===== config.mk =====
export PLATFORM = sky130hd
export DESIGN_NAME = rsst_ctrl
export DESIGN_NICKNAME = d
export VERILOG_FILES = /design/src/rtl/core/rsst_pkg.sv /design/src/rtl/core/rsst_ctrl.sv
export SDC_FILE = /design/constraint.sdc
export NUM_CORES = 1
export LEC_CHECK = 0
export BUFFER_PORTS_ARGS = -buffer_cell sky130_fd_sc_hd__buf_2
export CAP_MARGIN = 20
export CORE_AREA = 3 3 40 42
export CTS_CLUSTER_DIAMETER = 100
export CTS_CLUSTER_SIZE = 30
export DETAILED_ROUTE_END_ITERATION = 8
export DIE_AREA = 0 0 43 45
export PLACE_DENSITY = 0.67
export SYNTH_ARGS = -nofsm -noshare
export SYNTH_HDL_FRONTEND = slang
export SYNTH_SLANG_ARGS = --single-unit

===== constraint.sdc =====
create_clock -name clk -period 4.5 [get_ports clk]
set_input_delay 0.9 -clock clk [delete_from_list [all_inputs] [get_ports clk]]
set_output_delay 0.9 -clock clk [all_outputs]
set_load 0.005 [all_outputs]

===== src/rtl/core/rsst_pkg.sv =====
package rsst_pkg;

  localparam int COUNT_W = 11;
  localparam int POS_W   = 10;
  localparam int DATA_W  = 32;

  localparam logic [COUNT_W-1:0] COUNT_RESET = 11'd1024;

  localparam logic KIND_WRITE = 1'b0;
  localparam logic KIND_QUERY = 1'b1;

  // Commands from the controller to the datapath.
  typedef struct packed {
    logic clear_en;
    logic load;
    logic descend;
    logic leaf_write;
    logic sib_read;
    logic parent_write;
    logic query_step;
    logic result_load;
  } rsst_cmd_t;

  // Status from the datapath to the controller.
  typedef struct packed {
    logic clear_last;
    logic is_query;
    logic at_leaf;
    logic at_root;
    logic near_root;
    logic range_empty;
    logic query_last;
  } rsst_status_t;

endpackage


===== src/rtl/core/rsst_ctrl.sv =====
module rsst_ctrl
  import rsst_pkg::*;
(
  input  logic         clk,
  input  logic         rst,
  input  logic         item_valid,
  output logic         item_stall,
  output logic         result_valid,
  input  logic         result_stall,
  input  rsst_status_t status,
  output rsst_cmd_t    cmd
);

  typedef enum logic [3:0] {
    ST_CLEAR,
    ST_IDLE,
    ST_START,
    ST_DESCEND,
    ST_SIB_READ,
    ST_PARENT,
    ST_QUERY,
    ST_DRAIN,
    ST_FINISH
  } state_t;

  state_t state;
  state_t state_next;
  logic   out_free;

  assign item_stall = (state != ST_IDLE);
  assign out_free   = !result_valid || !result_stall;

  always_comb begin
    cmd        = '0;
    state_next = state;
    case (state)
      ST_CLEAR: begin
        cmd.clear_en = 1'b1;
        if (status.clear_last) begin
          state_next = ST_IDLE;
        end
      end
      ST_IDLE: begin
        if (item_valid) begin
          cmd.load   = 1'b1;
          state_next = ST_START;
        end
      end
      ST_START: begin
        if (!status.is_query) begin
          state_next = ST_DESCEND;
        end else if (status.range_empty) begin
          state_next = ST_FINISH;
        end else begin
          state_next = ST_QUERY;
        end
      end
      ST_DESCEND: begin
        if (status.at_leaf) begin
          cmd.leaf_write = 1'b1;
          state_next = status.at_root ? ST_FINISH : ST_SIB_READ;
        end else begin
          cmd.descend = 1'b1;
        end
      end
      ST_SIB_READ: begin
        cmd.sib_read = 1'b1;
        state_next   = ST_PARENT;
      end
      ST_PARENT: begin
        cmd.parent_write = 1'b1;
        state_next = status.near_root ? ST_FINISH : ST_SIB_READ;
      end
      ST_QUERY: begin
        cmd.query_step = 1'b1;
        if (status.query_last) begin
          state_next = ST_DRAIN;
        end
      end
      ST_DRAIN: begin
        // The last node read lands in the accumulator during this cycle.
        state_next = ST_FINISH;
      end
      ST_FINISH: begin
        if (out_free) begin
          cmd.result_load = 1'b1;
          state_next = ST_IDLE;
        end
      end
      default: begin
        state_next = ST_IDLE;
      end
    endcase
  end

  always_ff @(posedge clk) begin
    if (rst) begin
      state        <= ST_CLEAR;
      result_valid <= 1'b0;
    end else begin
      state <= state_next;
      if (cmd.result_load) begin
        result_valid <= 1'b1;
      end else if (!result_stall) begin
        result_valid <= 1'b0;
      end
    end
  end

  a_finish_delivers: assert property (@(posedge clk) disable iff (rst)
    cmd.result_load |=> result_valid)
    else $error("result not presented after load");

endmodule

==> summary.txt <==
Run
  • Max cap viols: 0

Global route
  • Antenna violations before repair: 0
  • GRT Util Overall: 0.124
  • First-pass GRT wire length: roughly 1800 µm
  • Grt total ovfl: 0
  • Vias in the first global route: 400
  • Largest net degree at the start of global routing: 18

Min path
  • Worst hold path endpoint: result_valid
  • Hold path startpoint: result_valid
  • WHS Path Cells: 2
  • Hold WC Path Type: reg -> reg

Power and ir drop
  • Seq pwr share: 0.320
  • Clk pwr share: 0.144
  • Leakage: 0.000254 µW
  • Logic gate share of total power: 0.537
  • Switching portion of total power: 0.447
  • Int Pwr: 207 µW
  • VDD IR max: ~0.24 mV
  • Pwr per Cell Area: 664 nW/µm²
  • Switch Pwr: 167 µW

Drt
  • Drt wl/cell: 11.7 µm
  • Drt initial violations: 3
  • Via-to-Cell Ratio: roughly 5.2
  • DRC viols: 0
  • First-pass DRT Iterations: 4
  • Antenna Nets Post-Route: 0
  • Vias: around 490
  • Total Wirelength: around 1100 µm

Yosys
  • Mapped Cells: 59
  • Count leader, synth: a21oi_1
  • Syn_area_per_cell: between 7 and 8 µm²
  • Async SR Flop Fraction: 0
  • Sequential fraction of the synthesis area: 0.229
  • Most area-consuming cells after synthesis: dfxtp_1 (23%), a21oi_1 (8.0%), a211oi_2 (5.7%)
  • Synth warn: 0
  • EDFF count, synth: 0
  • Synthesized area: 438 µm²
  • Synth top area share: 0.229
  • Post-synth top cells: a21oi_1 (7), dfxtp_1 (5), nor2_1 (5)
  • Cell taking the most area after synthesis: dfxtp_1
  • Ys flop type: dfxtp_1
  • Post-synth net total: 70
  • Flops & latches, synth: 5
  • Cell variety after synth: 31

Timing
  • RSZ-0062 raised after global routing: no
  • Slew @ Worst Pin: 0.476 ns
  • Final Hold Fails: 0
  • Setup violators final: 0
  • Skew final: 0.00309 ns
  • Min Tclk post-route: 2.44 ns
  • Slew headroom: 0.682
  • Worst hold margin: 0.533 ns
  • Setup TNS: 0 ns
  • Fin. max-slew vios: 0
  • Fmax: approximately 410 MHz
  • Period utilization: 0.541

Placement
  • Port buffer count: 20
  • DP HPWL: ~840 µm
  • GP Congestion: 0.810

CTS
  • Reg clk slew, reported paths: 0.05 ns
  • Clk Tree Root Cell: clkbuf_4
  • Post-CTS setup buffers: 0
  • Post-CTS Resized: 0
  • Worst skew pair latency: around 0.25 ns
  • TritonCTS Buffers: 3
  • H-Tree Depth: 1
  • Clock sink count: 5
  • Hold_buf cts: 0
  • Clock Path Buffers: 2
  • TritonCTS clock tree: done

Floorplanning
  • Initial cell density of the core: 0.341
  • Die area: 1940 µm²
  • Top Ports: 21
  • Rows: 13
  • Die width: 43 µm
  • Die Ht: 45 µm
  • Placeable Area: 1280 µm²

Status
  • Outcome: completed

Setup path
  • WP data required: 3.60 ns
  • Critical Path End Type: primary output
  • Reg2reg end: state[3]
  • Startpoint Class: flop
  • CP Max Fanout: 11
  • R2R depth: 4
  • Worst path cell trace: nand2b_1 > or3_1 > nor2_1 > buf_2
  • Max stage delay on crit path: 0.54 ns
  • CP max-delay cell: dfxtp_1
  • R2r setup slk: between 2 and 3 ns
  • Critical setup path kind: reg -> out
  • RR Startpoint: state[1]
  • Worst EP arrival: 1.54 ns

Finish
  • Fin nets: 91
  • N_diodes: 0
  • Share of cells above drive strength 1: 0.392
  • P&R area growth vs syn: 28.6%
==> critical path, delay by kind of cell, from the launching register on <==
kind | cells | cell delay, ns
and+or+nand+nor | 3 | 0.63
buffers and inverters | 1 | 0.11
DFF | 1 | 0.54
==> power groups by stage <==
stage / clock network (µW) / registers, µW / logic [µW]
2_1_floorplan: 0 / 77.6 / 189
3_3_place_gp: 0 / 118 / 199
3_5_place_dp: 0 / 119 / 200
4_1_cts: 55.8 / 118 / 201
5_1_grt: 58.2 / 125 / 224
6_report: 53.7 / 120 / 201
==> sequential cells by signal, indices dropped and copies added, names as in the netlist <==
register,count
result_valid,1
state,4
==> cells by family after synthesis <==
family | share of synthesized area
buffers and inverters | 0.0800
muxes | 0.0257
DFF | 0.229
and+or+nand+nor | 0.383
AOI/OAI and AO/OA | 0.283
==> placed cells by master, fill, tap and decap left out, types with 2 or more instances in the layout <==
cell      count
a211oi_2      2
nor3_1        4
buf_2        20
dfxtp_1       5
a21oi_1       7
nand2_1       4
or3_1         2
inv_1         3
clkbuf_4      3
nand2b_1      2
nor2_1        5
nand3b_1      2
nor4_1        2
==> worst max-delay path by stage <==
| stage | start | slack (ns) | depth (start not counted) | end |
|---|---|---|---|---|
| 4_1_cts | state[1] | 2.06 | 3 | cmd[0] |
| 2_1_floorplan | state[3] | 2.53 | 4 | cmd[6] |
| 3_5_place_dp | state[1] | 2.33 | 3 | cmd[0] |
| 6_report | state[0] | 2.06 | 4 | cmd[6] |
| 3_3_place_gp | state[0] | 2.32 | 4 | cmd[6] |
| 5_1_grt | state[1] | 1.98 | 3 | cmd[0] |
==> routing by layer <==
| metal | GRT usage | vias up | share of wire |
|---|---|---|---|
| met1 | 0.171 | 214 | 0.45 |
| met3 | 0.0279 | 2 | 0.084 |
| met2 | 0.177 | 20 | 0.44 |
| met5 | 0 | - | 0 |
| met4 | 0.0723 | 0 | 0.025 |
| li1 | - | 257 | - |
==> cell type report <==
class	count	area (µm²)
clock buffer	4	26.3
fill	141	722
multi-input combinational	46	303
inverter	4	15.0
sequential	5	100
timing repair buffer	20	100
tap	15	18.8
==> stage by stage <==
stage	power [µW]	cell area, µm²	setup WS [ns]	cells	util
6_report	374	563	2.06	94	0.438
5_1_grt	407	563	1.98	94	0.438
4_1_cts	375	563	2.06	94	0.438
3_5_place_dp	319	537	2.33	90	0.418
3_3_place_gp	317	537	2.32	90	0.418
2_1_floorplan	267	438	2.53	59	-
Power figures use the tool's default switching activity.
